### src/design/led_center_fill_sequencer_macros.svh
// ----------------------------------------------------------------------------
// led center fill sequencer assertion macros
// shared concurrent assertion forms, clocked on clock and held off in reset
// ----------------------------------------------------------------------------
`ifndef LED_CENTER_FILL_SEQUENCER_MACROS_SVH
`define LED_CENTER_FILL_SEQUENCER_MACROS_SVH

// condition holds at every edge outside reset
`define LCFS_ASSERT_ALWAYS(label, cond, msg) \
   label: assert property (@(posedge clock) disable iff (reset) (cond)) else $error(msg);

// consequent holds in the cycle after the antecedent
`define LCFS_ASSERT_NEXT(label, ante, cons, msg) \
   label: assert property (@(posedge clock) disable iff (reset) (ante) |=> (cons)) \
      else $error(msg);

`endif

### src/design/lcfs_pkg.sv
// ----------------------------------------------------------------------------
// lcfs_pkg
// types and constants shared by the led center fill sequencer and its channels
// ----------------------------------------------------------------------------
package lcfs_pkg;

   // widths of the channel fields and the state
   localparam int MAX_LEDS = 32;
   localparam int MASK_W   = MAX_LEDS;
   localparam int COUNT_W  = 6;
   localparam int CMD_W    = 3;
   localparam int DELAY_W  = 16;
   localparam int STEP_W   = 7;
   localparam int MODE_W   = 2;

   // reset values
   localparam logic [COUNT_W-1:0] LED_COUNT_RESET = COUNT_W'(7);
   localparam logic [DELAY_W-1:0] DELAY_RESET     = DELAY_W'(100);

   // command codes on the request channel
   typedef enum logic [CMD_W-1:0] {
      CMD_TICK     = 3'd0,
      CMD_FILL     = 3'd1,
      CMD_SHUTDOWN = 3'd2,
      CMD_OFF      = 3'd3,
      CMD_ON       = 3'd4
   } cmd_type;

   // animation mode
   typedef enum logic [MODE_W-1:0] {
      MODE_OFF      = 2'd0,
      MODE_ON       = 2'd1,
      MODE_STARTUP  = 2'd2,
      MODE_SHUTDOWN = 2'd3
   } mode_type;

endpackage

### src/design/lcfs_req_if.sv
// ----------------------------------------------------------------------------
// lcfs_req_if
// request channel: a tick or command beat with its step delay
// ----------------------------------------------------------------------------
interface lcfs_req_if;
   import lcfs_pkg::*;

   logic               valid;
   logic               ready;
   logic [CMD_W-1:0]   cmd;
   logic [DELAY_W-1:0] step_delay;

   modport source (output valid, cmd, step_delay, input ready);
   modport sink   (input valid, cmd, step_delay, output ready);
endinterface

### src/design/lcfs_rsp_if.sv
// ----------------------------------------------------------------------------
// lcfs_rsp_if
// response channel: led mask, mode and write strobe for each request beat
// ----------------------------------------------------------------------------
interface lcfs_rsp_if;
   import lcfs_pkg::*;

   logic              valid;
   logic              ready;
   logic [MASK_W-1:0] led_mask;
   logic [MODE_W-1:0] mode_now;
   logic              write_strobe;

   modport source (output valid, led_mask, mode_now, write_strobe, input ready);
   modport sink   (input valid, led_mask, mode_now, write_strobe, output ready);
endinterface

### src/design/led_center_fill_sequencer.sv
// ----------------------------------------------------------------------------
// led_center_fill_sequencer: center-out fill and shutdown animation for one bar
// request beat to response beat through two registers (input reg, result reg)
// throughput one beat per cycle unless rsp ready stalls; state updates in the single compute stage
// synchronous reset: mode off, step 0, elapsed 0, delay 100, mask 0, count 7
// ----------------------------------------------------------------------------
`include "led_center_fill_sequencer_macros.svh"

module led_center_fill_sequencer (
   input  logic                         clock,
   input  logic                         reset,
   input  logic                         csr_we,
   input  logic [lcfs_pkg::COUNT_W-1:0] csr_wdata,
   lcfs_req_if.sink                     req_chan,
   lcfs_rsp_if.source                   rsp_chan
);
   import lcfs_pkg::*;

   // input stage
   logic               s1_valid_ff;
   logic [CMD_W-1:0]   s1_cmd_ff;
   logic [DELAY_W-1:0] s1_delay_ff;

   // result stage
   logic               out_valid_ff;
   logic [MASK_W-1:0]  out_mask_ff;
   mode_type           out_mode_ff;
   logic               out_strobe_ff;

   // sequencer state
   logic [COUNT_W-1:0]       led_count_ff;
   mode_type                 mode_ff, mode_in;
   logic signed [STEP_W-1:0] step_ff, step_in;
   logic [DELAY_W-1:0]       elapsed_ff, elapsed_in;
   logic [DELAY_W-1:0]       delay_ff, delay_in;
   logic [MASK_W-1:0]        mask_ff, mask_in;
   logic                     strobe_in;

   // handshake
   logic advance;
   logic fire;

   // derived values
   logic [COUNT_W-1:0]       n_eff;
   logic [COUNT_W:0]         n_plus;
   logic [COUNT_W-1:0]       total;
   logic [COUNT_W-2:0]       half;
   logic signed [STEP_W+1:0] step_x;
   logic signed [STEP_W+1:0] left_x;
   logic signed [STEP_W+1:0] right_x;
   logic [MASK_W-1:0]        step_bits;
   logic [MASK_W-1:0]        low_mask;
   logic [DELAY_W-1:0]       elapsed_inc;
   logic                     step_due;
   logic                     up_ok;
   logic                     animating;

   // pipeline control
   assign advance        = !out_valid_ff || rsp_chan.ready;
   assign req_chan.ready = !s1_valid_ff || advance;
   assign fire           = s1_valid_ff && advance;

   // effective count and step total
   assign n_eff  = (led_count_ff > COUNT_W'(MAX_LEDS)) ? COUNT_W'(MAX_LEDS) : led_count_ff;
   assign n_plus = {1'b0, n_eff} + 1'b1;
   assign total  = n_plus[COUNT_W:1];
   assign half   = n_eff[COUNT_W-1:1];

   // led pair positions for the current step
   assign step_x  = {{2{step_ff[STEP_W-1]}}, step_ff};
   assign left_x  = {{(STEP_W+3-COUNT_W){1'b0}}, half} - step_x
                    - {{(STEP_W+1){1'b0}}, ~n_eff[0]};
   assign right_x = {{(STEP_W+3-COUNT_W){1'b0}}, half} + step_x;

   // per-led decode of the step pair and of the bar range
   always_comb begin
      for (int i = 0; i < MASK_W; i++) begin
         low_mask[i]  = COUNT_W'(i) < n_eff;
         step_bits[i] = low_mask[i] &&
                        ((left_x == (STEP_W+2)'(i)) || (right_x == (STEP_W+2)'(i)));
      end
   end

   // tick timing
   assign elapsed_inc = (elapsed_ff == '1) ? elapsed_ff : elapsed_ff + 1'b1;
   assign step_due    = elapsed_inc >= delay_ff;
   assign up_ok       = step_ff < $signed({1'b0, total});
   assign animating   = (mode_ff == MODE_STARTUP) || (mode_ff == MODE_SHUTDOWN);

   // next mode
   always_comb begin
      mode_in = mode_ff;
      case (cmd_type'(s1_cmd_ff))
         CMD_TICK: begin
            if (mode_ff == MODE_STARTUP && step_due && !up_ok) begin
               mode_in = MODE_ON;
            end else if (mode_ff == MODE_SHUTDOWN && step_due && step_ff[STEP_W-1]) begin
               mode_in = MODE_OFF;
            end
         end
         CMD_FILL:     mode_in = MODE_STARTUP;
         CMD_SHUTDOWN: mode_in = MODE_SHUTDOWN;
         CMD_OFF:      mode_in = MODE_OFF;
         CMD_ON:       mode_in = MODE_ON;
         default:      mode_in = mode_ff;
      endcase
   end

   // next step, timer, delay, mask and strobe
   always_comb begin
      step_in    = step_ff;
      elapsed_in = elapsed_ff;
      delay_in   = delay_ff;
      mask_in    = mask_ff;
      strobe_in  = 1'b0;
      case (cmd_type'(s1_cmd_ff))
         CMD_TICK: begin
            if (animating) begin
               elapsed_in = step_due ? '0 : elapsed_inc;
               if (step_due && mode_ff == MODE_STARTUP && up_ok) begin
                  mask_in   = mask_ff | step_bits;
                  strobe_in = 1'b1;
                  step_in   = step_ff + 1'b1;
               end else if (step_due && mode_ff == MODE_SHUTDOWN && !step_ff[STEP_W-1]) begin
                  mask_in   = mask_ff & ~step_bits;
                  strobe_in = 1'b1;
                  step_in   = step_ff - 1'b1;
               end
            end
         end
         CMD_FILL: begin
            delay_in   = s1_delay_ff;
            elapsed_in = '0;
            step_in    = '0;
            mask_in    = mask_ff & ~low_mask;
            strobe_in  = 1'b1;
         end
         CMD_SHUTDOWN: begin
            delay_in   = s1_delay_ff;
            elapsed_in = '0;
            step_in    = $signed({{(STEP_W-COUNT_W){1'b0}}, total} - 1'b1);
         end
         CMD_OFF: begin
            mask_in   = mask_ff & ~low_mask;
            strobe_in = 1'b1;
         end
         CMD_ON: begin
            mask_in   = mask_ff | low_mask;
            strobe_in = 1'b1;
         end
         default: begin
            strobe_in = 1'b0;
         end
      endcase
   end

   // control and state registers
   always_ff @(posedge clock) begin
      if (reset) begin
         s1_valid_ff  <= 1'b0;
         out_valid_ff <= 1'b0;
         led_count_ff <= LED_COUNT_RESET;
         mode_ff      <= MODE_OFF;
         step_ff      <= '0;
         elapsed_ff   <= '0;
         delay_ff     <= DELAY_RESET;
         mask_ff      <= '0;
      end else begin
         if (req_chan.ready) begin
            s1_valid_ff <= req_chan.valid;
         end
         if (advance) begin
            out_valid_ff <= s1_valid_ff;
         end
         if (csr_we) begin
            led_count_ff <= csr_wdata;
         end
         if (fire) begin
            mode_ff    <= mode_in;
            step_ff    <= step_in;
            elapsed_ff <= elapsed_in;
            delay_ff   <= delay_in;
            mask_ff    <= mask_in;
         end
      end
   end

   // payload registers
   always_ff @(posedge clock) begin
      if (req_chan.valid && req_chan.ready) begin
         s1_cmd_ff   <= req_chan.cmd;
         s1_delay_ff <= req_chan.step_delay;
      end
      if (fire) begin
         out_mask_ff   <= mask_in;
         out_mode_ff   <= mode_in;
         out_strobe_ff <= strobe_in;
      end
   end

   // response beat
   assign rsp_chan.valid        = out_valid_ff;
   assign rsp_chan.led_mask     = out_mask_ff;
   assign rsp_chan.mode_now     = out_mode_ff;
   assign rsp_chan.write_strobe = out_strobe_ff;

   // step timer never rests at or above the loaded delay, except at zero
   `LCFS_ASSERT_ALWAYS(a_elapsed_below_delay,
      (elapsed_ff == '0) || (elapsed_ff < delay_ff), "step timer at or above delay")

   // a held input beat stays put while the result stage is blocked
   `LCFS_ASSERT_NEXT(a_input_held, s1_valid_ff && !advance, s1_valid_ff,
      "input beat lost under stall")

   // a processed beat always lands in the result stage
   `LCFS_ASSERT_NEXT(a_result_loaded, fire, out_valid_ff, "processed beat not presented")

   // a tick during shutdown can only keep shutting down or finish off
   `LCFS_ASSERT_NEXT(a_shutdown_exit,
      fire && (s1_cmd_ff == CMD_TICK) && (mode_ff == MODE_SHUTDOWN),
      (mode_ff == MODE_SHUTDOWN) || (mode_ff == MODE_OFF), "shutdown left to a mode other than off")

endmodule
### src/flat_wrapper.sv
// flat-port wrapper written by rule: the top's interface ports become plain ports
module led_center_fill_sequencer_flat import lcfs_pkg::*;
  (clock, reset, csr_we, csr_wdata, req_chan_valid, req_chan_cmd, req_chan_step_delay, req_chan_ready, rsp_chan_valid, rsp_chan_led_mask, rsp_chan_mode_now, rsp_chan_write_strobe, rsp_chan_ready);
  lcfs_req_if req_chan_i ();
  lcfs_rsp_if rsp_chan_i ();
  input  logic clock;
  input  logic reset;
  input  logic csr_we;
  input  logic [lcfs_pkg::COUNT_W-1:0] csr_wdata;
  input wire logic [$bits(req_chan_i.valid)-1:0] req_chan_valid;
  input wire logic [$bits(req_chan_i.cmd)-1:0] req_chan_cmd;
  input wire logic [$bits(req_chan_i.step_delay)-1:0] req_chan_step_delay;
  output wire logic [$bits(req_chan_i.ready)-1:0] req_chan_ready;
  output wire logic [$bits(rsp_chan_i.valid)-1:0] rsp_chan_valid;
  output wire logic [$bits(rsp_chan_i.led_mask)-1:0] rsp_chan_led_mask;
  output wire logic [$bits(rsp_chan_i.mode_now)-1:0] rsp_chan_mode_now;
  output wire logic [$bits(rsp_chan_i.write_strobe)-1:0] rsp_chan_write_strobe;
  input wire logic [$bits(rsp_chan_i.ready)-1:0] rsp_chan_ready;
  assign req_chan_i.valid = req_chan_valid;
  assign req_chan_i.cmd = req_chan_cmd;
  assign req_chan_i.step_delay = req_chan_step_delay;
  assign req_chan_ready = req_chan_i.ready;
  assign rsp_chan_valid = rsp_chan_i.valid;
  assign rsp_chan_led_mask = rsp_chan_i.led_mask;
  assign rsp_chan_mode_now = rsp_chan_i.mode_now;
  assign rsp_chan_write_strobe = rsp_chan_i.write_strobe;
  assign rsp_chan_i.ready = rsp_chan_ready;
  led_center_fill_sequencer u_core (.clock(clock), .reset(reset), .csr_we(csr_we), .csr_wdata(csr_wdata), .req_chan(req_chan_i), .rsp_chan(rsp_chan_i));
endmodule
### config.mk
export PLATFORM = sky130hd
export DESIGN_NAME = led_center_fill_sequencer_flat
export DESIGN_NICKNAME = d
export VERILOG_FILES = /design/src/design/lcfs_pkg.sv /design/src/design/lcfs_req_if.sv /design/src/design/lcfs_rsp_if.sv /design/src/design/led_center_fill_sequencer.sv /design/src/flat_wrapper.sv
export VERILOG_INCLUDE_DIRS = /design/src /design/src/design
export SDC_FILE = /design/constraint.sdc
export NUM_CORES = 1
export LEC_CHECK = 0
export ABC_AREA = 1
export ABC_CLOCK_PERIOD_IN_PS = 11120
export BUFFER_PORTS_ARGS = -buffer_cell sky130_fd_sc_hd__buf_4
export CAP_MARGIN = 40
export CORE_MARGIN = 2
export CORE_UTILIZATION = 65
export CTS_CLUSTER_DIAMETER = 120
export DETAILED_ROUTE_END_ITERATION = 7
export PLACE_DENSITY = 0.94
export SLEW_MARGIN = 20
export SYNTH_ARGS = -nofsm -noshare
export SYNTH_HDL_FRONTEND = slang
export SYNTH_SLANG_ARGS = --single-unit
export TNS_END_PERCENT = 5
### constraint.sdc
create_clock -name clock -period 11.12 [get_ports clock]
set_input_delay 2.224 -clock clock [delete_from_list [all_inputs] [get_ports clock]]
set_output_delay 2.224 -clock clock [all_outputs]
set_load 0.005 [all_outputs]
==> out/metrics.yaml, run 1 <==
critPathMaxFanout: 33
slew_violations: 0
ioPinCount: 67
hold_path.class: "reg -> reg"
fmax_mhz: 181.3
drive_gt1_frac: 0.09836
drc: 0
num_antenna_cells: 0
wl_um: 27900
drtPass1Iterations: 6
slowest_stage: "fa_1"
dp_hpwl_um: 18990
grt_pass1_vias: 9500
start_util: 0.6613
slowest_delay_ns: 0.50
setup-tns-final_ns: 0
final_antenna_net_count: 0
avgRoutedWirePerCell_um: 16.93
h-tree-depth: 4
p_leak_nw: 4.919
skew_ns: 0.01061
grt-ovfl-total: 0
peakVddDrop_mv: 0.1241
place_ws_ns: 5.773
vias_per_cell: 6.097
cp.required_ns: 11.45
syn_area_per_cell_um2: 6.764
rows: 44
post_cts_buffers: 0
finalCritPeriodShare: 0.4961
cap_violations: 0
final_common_cell: "nand2_1"
clk_pin_slew_ns: 0.07
status: "complete, no violations"
yosys_register_bits: 135
power_density_mw_per_mm2: 139.9
final_cell_mix: "nand2_1 (328), nand3_1 (196), inv_1 (185)"
clock-root-buffer: "clkbuf_16"
setup_viol: 0
io_buffers: 66
grt_max_degree: 55
hold_violations: 0
critPathArrivalTime_ns: 5.85
criticalPathCategory: "reg -> reg"
post_cts_resized: 0
nets: 1527
fin_crit_ns: 5.517
synth_cells: 1410
die-width_um: 125.1
grt_first_pass_wirelength_um: 44990
synth_area_mm2: 0.009538
max_slew_margin: 0.4291
die_h_um: 125.1
gp_congestion: 0.9961
core_mm2: 0.01442
ctsHoldBuffers: 0
synthDistinctLibCells: 49
cts.sinks: 135
worstSetupEndpointType: "flip-flop"
tightestPinTransition_ns: 0.8553
area_growth_syn_to_layout_pct: 11.82
antenna_found_initial: 0
clk_latency_ns: 0.44
finalWorstSetupSlack_ns: 5.603
clk_path_buf_depth: 2
start_kind: "flip-flop"
rsz0062_at_grt: "no"
grtUsageTotal: 0.3518
cts_tree: "built"
numCtsBuffers: 17
vias: 10050
ys_warn_count: 0
ys_seq_area_frac: 0.3400
drt_iter0_drc: 1297
critPathMostFrequentCell: "nor2_1"
synth_nets: 1486
dieArea_mm2: 0.01566
==> worst max-delay path: cells and delay by family (launching register included) <==
kind,cells,cell delay (ns)
AOI/OAI and AO/OA,4,0.55
xor gates and xnor gates,2,0.31
adders and majority gates,2,0.79
buffers and inverters,6,0.93
DFF,1,0.40
and+or+nand+nor,21,2.41
==> per-layer routing <==
metal	vias to the layer above	GRT usage	share of wire
met5	-	0	0
met4	0	0.1582	0.031
met3	103	0.09884	0.13
met2	638	0.5601	0.45
met1	4511	0.4480	0.39
li1	4796	-	-
==> synth_stat cells (all sizes together) <==
library cell / number / share of area
a31o: 1 / 0.00092
conb: 1 / 0.00039
or2: 1 / 0.00066
a22oi: 9 / 0.0071
and3: 2 / 0.0013
nand3: 197 / 0.10
o22ai: 5 / 0.0033
buf: 23 / 0.016
or4: 2 / 0.0016
nand4: 50 / 0.033
xnor2: 7 / 0.0064
o31ai: 2 / 0.0016
edfxtp: 54 / 0.17
a211oi: 2 / 0.0016
nand2: 337 / 0.14
clkbuf: 31 / 0.012
a31oi: 5 / 0.0033
o21ai: 100 / 0.053
ha: 43 / 0.056
and2: 1 / 0.00066
inv: 194 / 0.077
o211ai: 5 / 0.0039
nor3: 8 / 0.0054
o21bai: 2 / 0.0016
nor4: 1 / 0.00066
o311ai: 1 / 0.00092
a21boi: 1 / 0.00079
fa: 3 / 0.0063
nor2: 127 / 0.055
a21oi: 93 / 0.050
xor2: 16 / 0.015
o221ai: 5 / 0.0046
dfxtp: 81 / 0.17
==> path summary, 6_finish.rpt <==
path                               from  slack [ns]                  to  cells past startpoint
setup / recovery   u_core.elapsed_ff[0]        5.60   u_core.step_ff[6]                     35
setup reg to reg   u_core.elapsed_ff[0]        5.60   u_core.step_ff[6]                     35
hold reg to reg   u_core.s1_delay_ff[6]        0.47  u_core.delay_ff[6]                      2
hold / removal    u_core.s1_delay_ff[6]        0.47  u_core.delay_ff[6]                      2
==> power breakdown <==
group,internal [mW],leakage (nW),switching [mW]
logic,0.105,3.45,0.250
registers,0.547,1.18,0.0215
clock network,0.317,0.284,0.252
==> flip-flops by register name (all words and copies together), names as in the netlist <==
register / count
u_core.mask_ff: 32
u_core.rsp_chan.led_mask: 32
u_core.delay_ff: 16
u_core.elapsed_ff: 16
u_core.s1_delay_ff: 16
u_core.step_ff: 7
u_core.led_count_ff: 6
u_core.s1_cmd_ff: 3
u_core.mode_ff: 2
u_core.rsp_chan.mode_now: 2
u_core.rsp_chan.valid: 1
u_core.rsp_chan.write_strobe: 1
u_core.s1_valid_ff: 1
==> metrics by stage <==
step                      utilization  cell area, um2  std cells  power (mW)  hold slack, ns
after floorplan                     -            9538       1410      0.8285          0.4353
after global placement         0.6980           10070       1615      0.9077          0.4436
after detailed placement       0.6980           10070       1615      0.9162          0.4572
after CTS                      0.7386           10650       1647       1.481          0.4721
after global routing           0.7394           10670       1648       1.551          0.5071
final                          0.7394           10670       1648       1.493          0.4724
==> cell type report <==
class | count | area [um2]
sequential | 135 | 3243
fill | 1126 | 3759
clock buffer | 17 | 425.4
timing repair buffer | 76 | 574.3
clock inverter | 15 | 161.4
multi-input combinational | 1027 | 5300
tap | 184 | 230.2
inverter | 194 | 730.7
==> logic make-up (layout without fill, tap and decap cells) <==
kind of cell               Yosys count  count (layout)  synth area share
other                                1               1         0.0003932
xor gates and xnor gates            23              23           0.02191
and+or+nand+nor                    726             726            0.3378
AOI/OAI and AO/OA                  231             231            0.1324
adders and majority gates           46              46           0.06271
DFF                                135             135            0.3400
buffers and inverters              248             302            0.1048
Power figures use the tool's default switching activity.
==> run 2: changes to the inputs <==
--- a/config.mk
+++ b/config.mk
@@ -7,14 +7,14 @@
 export NUM_CORES = 1
 export LEC_CHECK = 0
 export ABC_AREA = 1
-export ABC_CLOCK_PERIOD_IN_PS = 11120
+export ABC_CLOCK_PERIOD_IN_PS = 5300
 export BUFFER_PORTS_ARGS = -buffer_cell sky130_fd_sc_hd__buf_4
 export CAP_MARGIN = 40
 export CORE_MARGIN = 2
-export CORE_UTILIZATION = 65
+export CORE_UTILIZATION = 62
 export CTS_CLUSTER_DIAMETER = 120
 export DETAILED_ROUTE_END_ITERATION = 7
-export PLACE_DENSITY = 0.94
+export PLACE_DENSITY = 0.91
 export SLEW_MARGIN = 20
 export SYNTH_ARGS = -nofsm -noshare
 export SYNTH_HDL_FRONTEND = slang
==> constraint.sdc (replaced) <==
create_clock -name clock -period 5.3 [get_ports clock]
set_input_delay 1.06 -clock clock [delete_from_list [all_inputs] [get_ports clock]]
set_output_delay 1.06 -clock clock [all_outputs]
set_load 0.005 [all_outputs]
==> run 2 against run 1 <==
  * Non-clock buffer count up 8
  * Largest cell class unchanged
  * Power rose by 120%
  * Highest routed layer unchanged
  * Register-to-register slack got worse by 5.1 ns
  * Routed wire length down 0.74%
  * Flip-flop and latch count unchanged
  * Via count barely moved
  * First-iteration DRC count grew 15%
  * Die area is 4.7% higher
==> out/metrics.yaml, run 2 (synthesis results as in run 1) <==
grt_pass1_vias: 9119
setup-tns-final_ns: 0
fmax_mhz: 208.2
num_antenna_cells: 0
finalCritPeriodShare: 0.9060
fin_crit_ns: 4.802
rsz0062_at_grt: "no"
slowest_delay_ns: 0.47
clk_latency_ns: 0.43
clk_path_buf_depth: 2
cp_top_family: "simple AND/OR/NAND/NOR gates"
die-width_um: 128.0
setup_viol: 0
place_ws_ns: 0.4363
gp_congestion: 0.9648
die_h_um: 128.0
numCtsBuffers: 17
p_leak_nw: 5.004
tightestPinTransition_ns: 0.8472
drt_iter0_drc: 1487
cap_violations: 0
clock-root-buffer: "clkbuf_16"
whs_ns: 0.4693
nets: 1535
grtUsageMet3: 0.08055
start_util: 0.6321
worst_r2r_path_depth: 35
final_common_cell: "nand2_1"
h-tree-depth: 4
ioPinCount: 67
hold_path.class: "reg -> reg"
post_cts_resized: 0
worstSetupEndpointType: "flip-flop"
final_antenna_net_count: 0
area_growth_syn_to_layout_pct: 13.30
critPathArrivalTime_ns: 5.12
dieArea_mm2: 0.01639
slew_violations: 0
critPathMostFrequentCell: "nor2_1"
drive_gt1_frac: 0.1053
avgRoutedWirePerCell_um: 16.68
cp.depth: 35
criticalPathCategory: "reg -> reg"
max_slew_margin: 0.4346
cts.sinks: 135
wl_um: 27690
vias: 10050
ctsHoldBuffers: 0
slowest_stage: "fa_1"
dp_hpwl_um: 18730
grt_first_pass_wirelength_um: 44220
peakVddDrop_mv: 0.3172
min_path_cells: 2
io_buffers: 66
clk_pin_slew_ns: 0.07
start_kind: "flip-flop"
skew_ns: 0.01610
power_density_mw_per_mm2: 299.6
post_cts_buffers: 0
grtUsageTotal: 0.3390
cts_tree: "built"
crit_buf_inv: 6
grt_max_degree: 55
antenna_found_initial: 0
grt_use_met1: 0.4400
cp.required_ns: 5.62
met2_usage: 0.5439
final_cell_mix: "nand2_1 (328), nand3_1 (196), inv_1 (184)"
finalWorstSetupSlack_ns: 0.4980
critPathMaxFanout: 7
vias_per_cell: 6.056
status: "complete, no violations"
drtPass1Iterations: 6
rows: 45
grt-ovfl-total: 0
drc: 0
top_usage_layer: "met2"
hold_violations: 0
core_mm2: 0.01509
## run 2: cell count changes in the layout (fill, tap and decap cells not counted)
| cell | delta |
|---|---|
| nor4_1 | -1 |
| buf_4 | +8 |
| inv_2 | +1 |
| nor3_1 | -2 |
| clkinv_8 | -1 |
| nor3_2 | +2 |
| clkinvlp_4 | -1 |
| bufinv_16 | +3 |
| clkinv_4 | +1 |
| clkinv_1 | +1 |
| inv_1 | -1 |
| nor4_4 | +1 |
| clkinv_2 | -1 |
| inv_8 | -2 |
## run 2: cell type report
type | count | area, um2
timing repair buffer | 84 | 634.4
fill | 1175 | 4283
multi-input combinational | 1027 | 5325
tap | 188 | 235.2
sequential | 135 | 3243
clock buffer | 17 | 425.4
inverter | 194 | 730.7
clock inverter | 15 | 212.7
## run 2: where the power goes
part           switching, mW  internal [mW]  leakage, nW
logic                  0.519          0.228         3.51
clock network          0.499          0.798        0.309
registers             0.0464           1.15         1.18
total                   1.06           2.17         5.00
## run 2: worst paths after layout
kind	start	end	slack, ns
setup reg to reg	u_core.elapsed_ff[0]	u_core.step_ff[6]	0.50
setup / recovery	u_core.elapsed_ff[0]	u_core.step_ff[6]	0.50
hold reg to reg	u_core.delay_ff[15]	u_core.delay_ff[15]	0.47
hold / removal	u_core.delay_ff[15]	u_core.delay_ff[15]	0.47
## run 2: metrics by stage
step / total power, mW / std cells / util / instance area, um2
after detailed placement: 1.926 / 1627 / 0.6715 / 10130
after floorplan: 1.738 / 1410 / - / 9538
after CTS: 3.209 / 1659 / 0.7138 / 10770
after global routing: 3.357 / 1660 / 0.7162 / 10810
after global placement: 1.910 / 1627 / 0.6715 / 10130
final: 3.238 / 1660 / 0.7162 / 10810
## run 2: worst min-delay path, delay by kind of cell, from the launching register on
family	cells	cell delay, ns
flops	1	0.30
buf+inv	1	0.07
compound gates	1	0.06
## run 2: routing by layer
layer	wire, um	vias to the layer above	share of wire
li1	-	4796	-
met1	11190	4503	0.40
met2	12330	640	0.45
met3	3063	114	0.11
met4	1103	0	0.040
met5	0	-	0
==> run 3: changes to the inputs <==
--- a/config.mk
+++ b/config.mk
@@ -6,7 +6,6 @@
 export SDC_FILE = /design/constraint.sdc
 export NUM_CORES = 1
 export LEC_CHECK = 0
-export ABC_AREA = 1
 export ABC_CLOCK_PERIOD_IN_PS = 5300
 export BUFFER_PORTS_ARGS = -buffer_cell sky130_fd_sc_hd__buf_4
 export CAP_MARGIN = 40
==> run 3 against run 2 <==
  * The run now ends with design-rule violations left
  * First-iteration DRC count grew 31%
  * Clock power is 9% lower
  * Utilization is 1.5 points higher
  * Routed wire length increased by 22%
  * Maximum frequency decreased by 5.5%
  * Via count increased by 4.5%
  * Cell count is 11% lower
  * Design area is 2.9% higher
  * Register-to-register slack got worse by 0.28 ns
  * Non-clock buffer count rose by 31
  * Die area rose by 1.0%
  * Critical path depth decreased by 18
  * Highest routed layer unchanged
==> out/metrics.yaml, run 3 <==
status: "complete, but fails checks"
violations: "design-rule violations"
synth_top_area_cell: "dfxtp_1"
ys.flop_type: "dfxtp_1"
synth_most_common_cell: "nand2_1"
p_int_mw: 2.079
skew_ns: 0.01024
cap_violations: 0
sw_frac_of_total: 0.3231
cts_tree: "built"
numCtsBuffers: 17
cts.sinks: 135
syn_area_per_cell_um2: 7.960
ys_warn_count: 0
nets: 1356
h-tree-depth: 4
clkPwrFrac: 0.383
area_growth_syn_to_layout_pct: 15.36
start_kind: "flip-flop"
clk_latency_ns: 0.44
hold_violations: 0
antenna_found_initial: 0
peakVddDrop_mv: 0.2268
fmax_mhz: 196.8
max_slew_margin: 0.4751
ioPinCount: 67
clock-root-buffer: "clkbuf_16"
clk_path_buf_depth: 2
p_sw_mw: 0.9927
r2r_start: "u_core.elapsed_ff[5]"
criticalPathCategory: "reg -> reg"
setup-tns-final_ns: 0
final_antenna_net_count: 0
grt_max_degree: 65
grtUsageTotal: 0.4075
finalCritPeriodShare: 0.9588
power_mw: 3.072
fin_crit_ns: 5.081
hp-start: "u_core.delay_ff[8]"
worstSetupEndpointType: "flip-flop"
synthTopCellsByCount: "nand2_1 (155), a21oi_1 (136), nor2_1 (114), dfxtp_1 (81), o21ai_0 (80)"
avgRoutedWirePerCell_um: 22.77
drt_iter0_drc: 1943
async_flop_share: 0
synth_nets: 1287
synth_cells: 1211
crit_path_start: "u_core.elapsed_ff[5]"
grt_first_pass_wirelength_um: 52310
vias_per_cell: 7.091
die_h_um: 128.7
seq_power_share: 0.378
yosys_register_bits: 135
dieArea_mm2: 0.01656
start_util: 0.6341
ys_top_cells_by_area: "dfxtp_1 (17%), edfxtp_1 (17%), a21oi_1 (7.1%)"
dp_hpwl_um: 23700
synth_area_mm2: 0.009639
setup_viol: 0
power_density_mw_per_mm2: 276.3
drive_gt1_frac: 0.1477
drtPass1Iterations: 8
synth-edff-count: 54
slew_violations: 0
num_antenna_cells: 0
drc: 11
critPathMaxFanout: 11
rows: 45
final_area_mm2: 0.01112
final_cell_mix: "nand2_1 (155), a21oi_1 (136), buf_4 (113)"
fin_cells: 1481
grt-ovfl-total: 0
clk_pin_slew_ns: 0.06
synth_top_area_frac: 0.1682
die-width_um: 128.7
synthDistinctLibCells: 88
fill_cells: 1142
io_buffers: 66
power_frac_comb: 0.239
ctsHoldBuffers: 0
final_common_cell: "nand2_1"
dp.cells: 1444
gp_congestion: 1.035
p_leak_nw: 4.323
core_mm2: 0.01520
wl_um: 33730
tightestPinTransition_ns: 0.7851
critPathArrivalTime_ns: 5.34
fin_util: 0.7314
hold_path.class: "reg -> reg"
vias: 10500
grt_pass1_vias: 9636
dpl_cell_area_mm2: 0.01046
ys_seq_area_frac: 0.3364
cp.required_ns: 5.56
==> run 3: layout make-up <==
type	count	area [um2]	share of cell area
Clock buffer	19	442.9	0.03983
Clock inverter	13	130.1	0.01170
Inverter	54	202.7	0.01823
Multi-Input combinational cell	957	5963	0.5363
Sequential cell	135	3254	0.2927
Tap cell	188	235.2	0.02115
Timing Repair Buffer	115	890.9	0.08012
==> run 3: per-layer routing <==
metal,vias up,wire (um),global-route usage
met1,4866,13100,0.5534
met5,-,0,0
met2,844,14720,0.6178
met3,156,4508,0.1094
li1,4636,-,-
met4,0,1396,0.1688
==> run 3: power by group through the flow <==
stage               registers [mW]  logic, mW  clock network [mW]
CTS                           1.16      0.699                1.17
detailed placement            1.18      0.690                   0
floorplan                     1.17      0.461                   0
global placement              1.18      0.677                   0
finish                        1.16      0.734                1.18
global route                  1.16      0.782                1.22
==> run 3: stage by stage <==
stage          setup WS, ns  hold WS [ns]
2_1_floorplan       0.01156        0.4363
3_3_place_gp         0.3014        0.4455
3_5_place_dp        0.09139        0.4502
4_1_cts             0.09046        0.4588
5_1_grt            -0.03580        0.4834
6_report             0.2185        0.4614
==> run 3: cell families after synthesis <==
group                      after synthesis  share of synthesized area
muxes                                    9                   0.009606
AOI/OAI and AO/OA                      448                     0.3102
other                                    1                  0.0003890
xor gates and xnor gates                32                    0.02986
and+or+nand+nor                        421                     0.2038
adders and majority gates               46                    0.06205
buffers and inverters                  119                    0.04764
DFF                                    135                     0.3364
==> run 3: repair_timing <==
action,4_1_cts,5_1_grt
setup endpoints to repair,1,15
setup buffers,1,2
pin swaps,1,1
resized for setup,0,13
==> run 3: path summary, 6_finish.rpt <==
check	end	slack, ns	cells after the start
max	u_core.rsp_chan.led_mask[7]	0.22	17
min reg2reg	u_core.delay_ff[8]	0.46	2
min	u_core.delay_ff[8]	0.46	2
max reg2reg	u_core.rsp_chan.led_mask[7]	0.22	17
==> run 3: worst max-delay path: stages, from the launching register on <==
cell      delay [ns]
dfxtp_1         0.38
and4_4          0.27
nand4_1         0.15
or3_1           0.42
and3_1          0.25
and3_1          0.26
and3_1          0.23
xor2_1          0.16
ha_1            0.31
a21oi_1         0.07
o21a_1          0.18
a21o_1          0.22
a221oi_4        0.36
nand4_1         0.68
buf_4           0.45
nor3_1          0.19
a31oi_1         0.08
a31oi_1         0.23
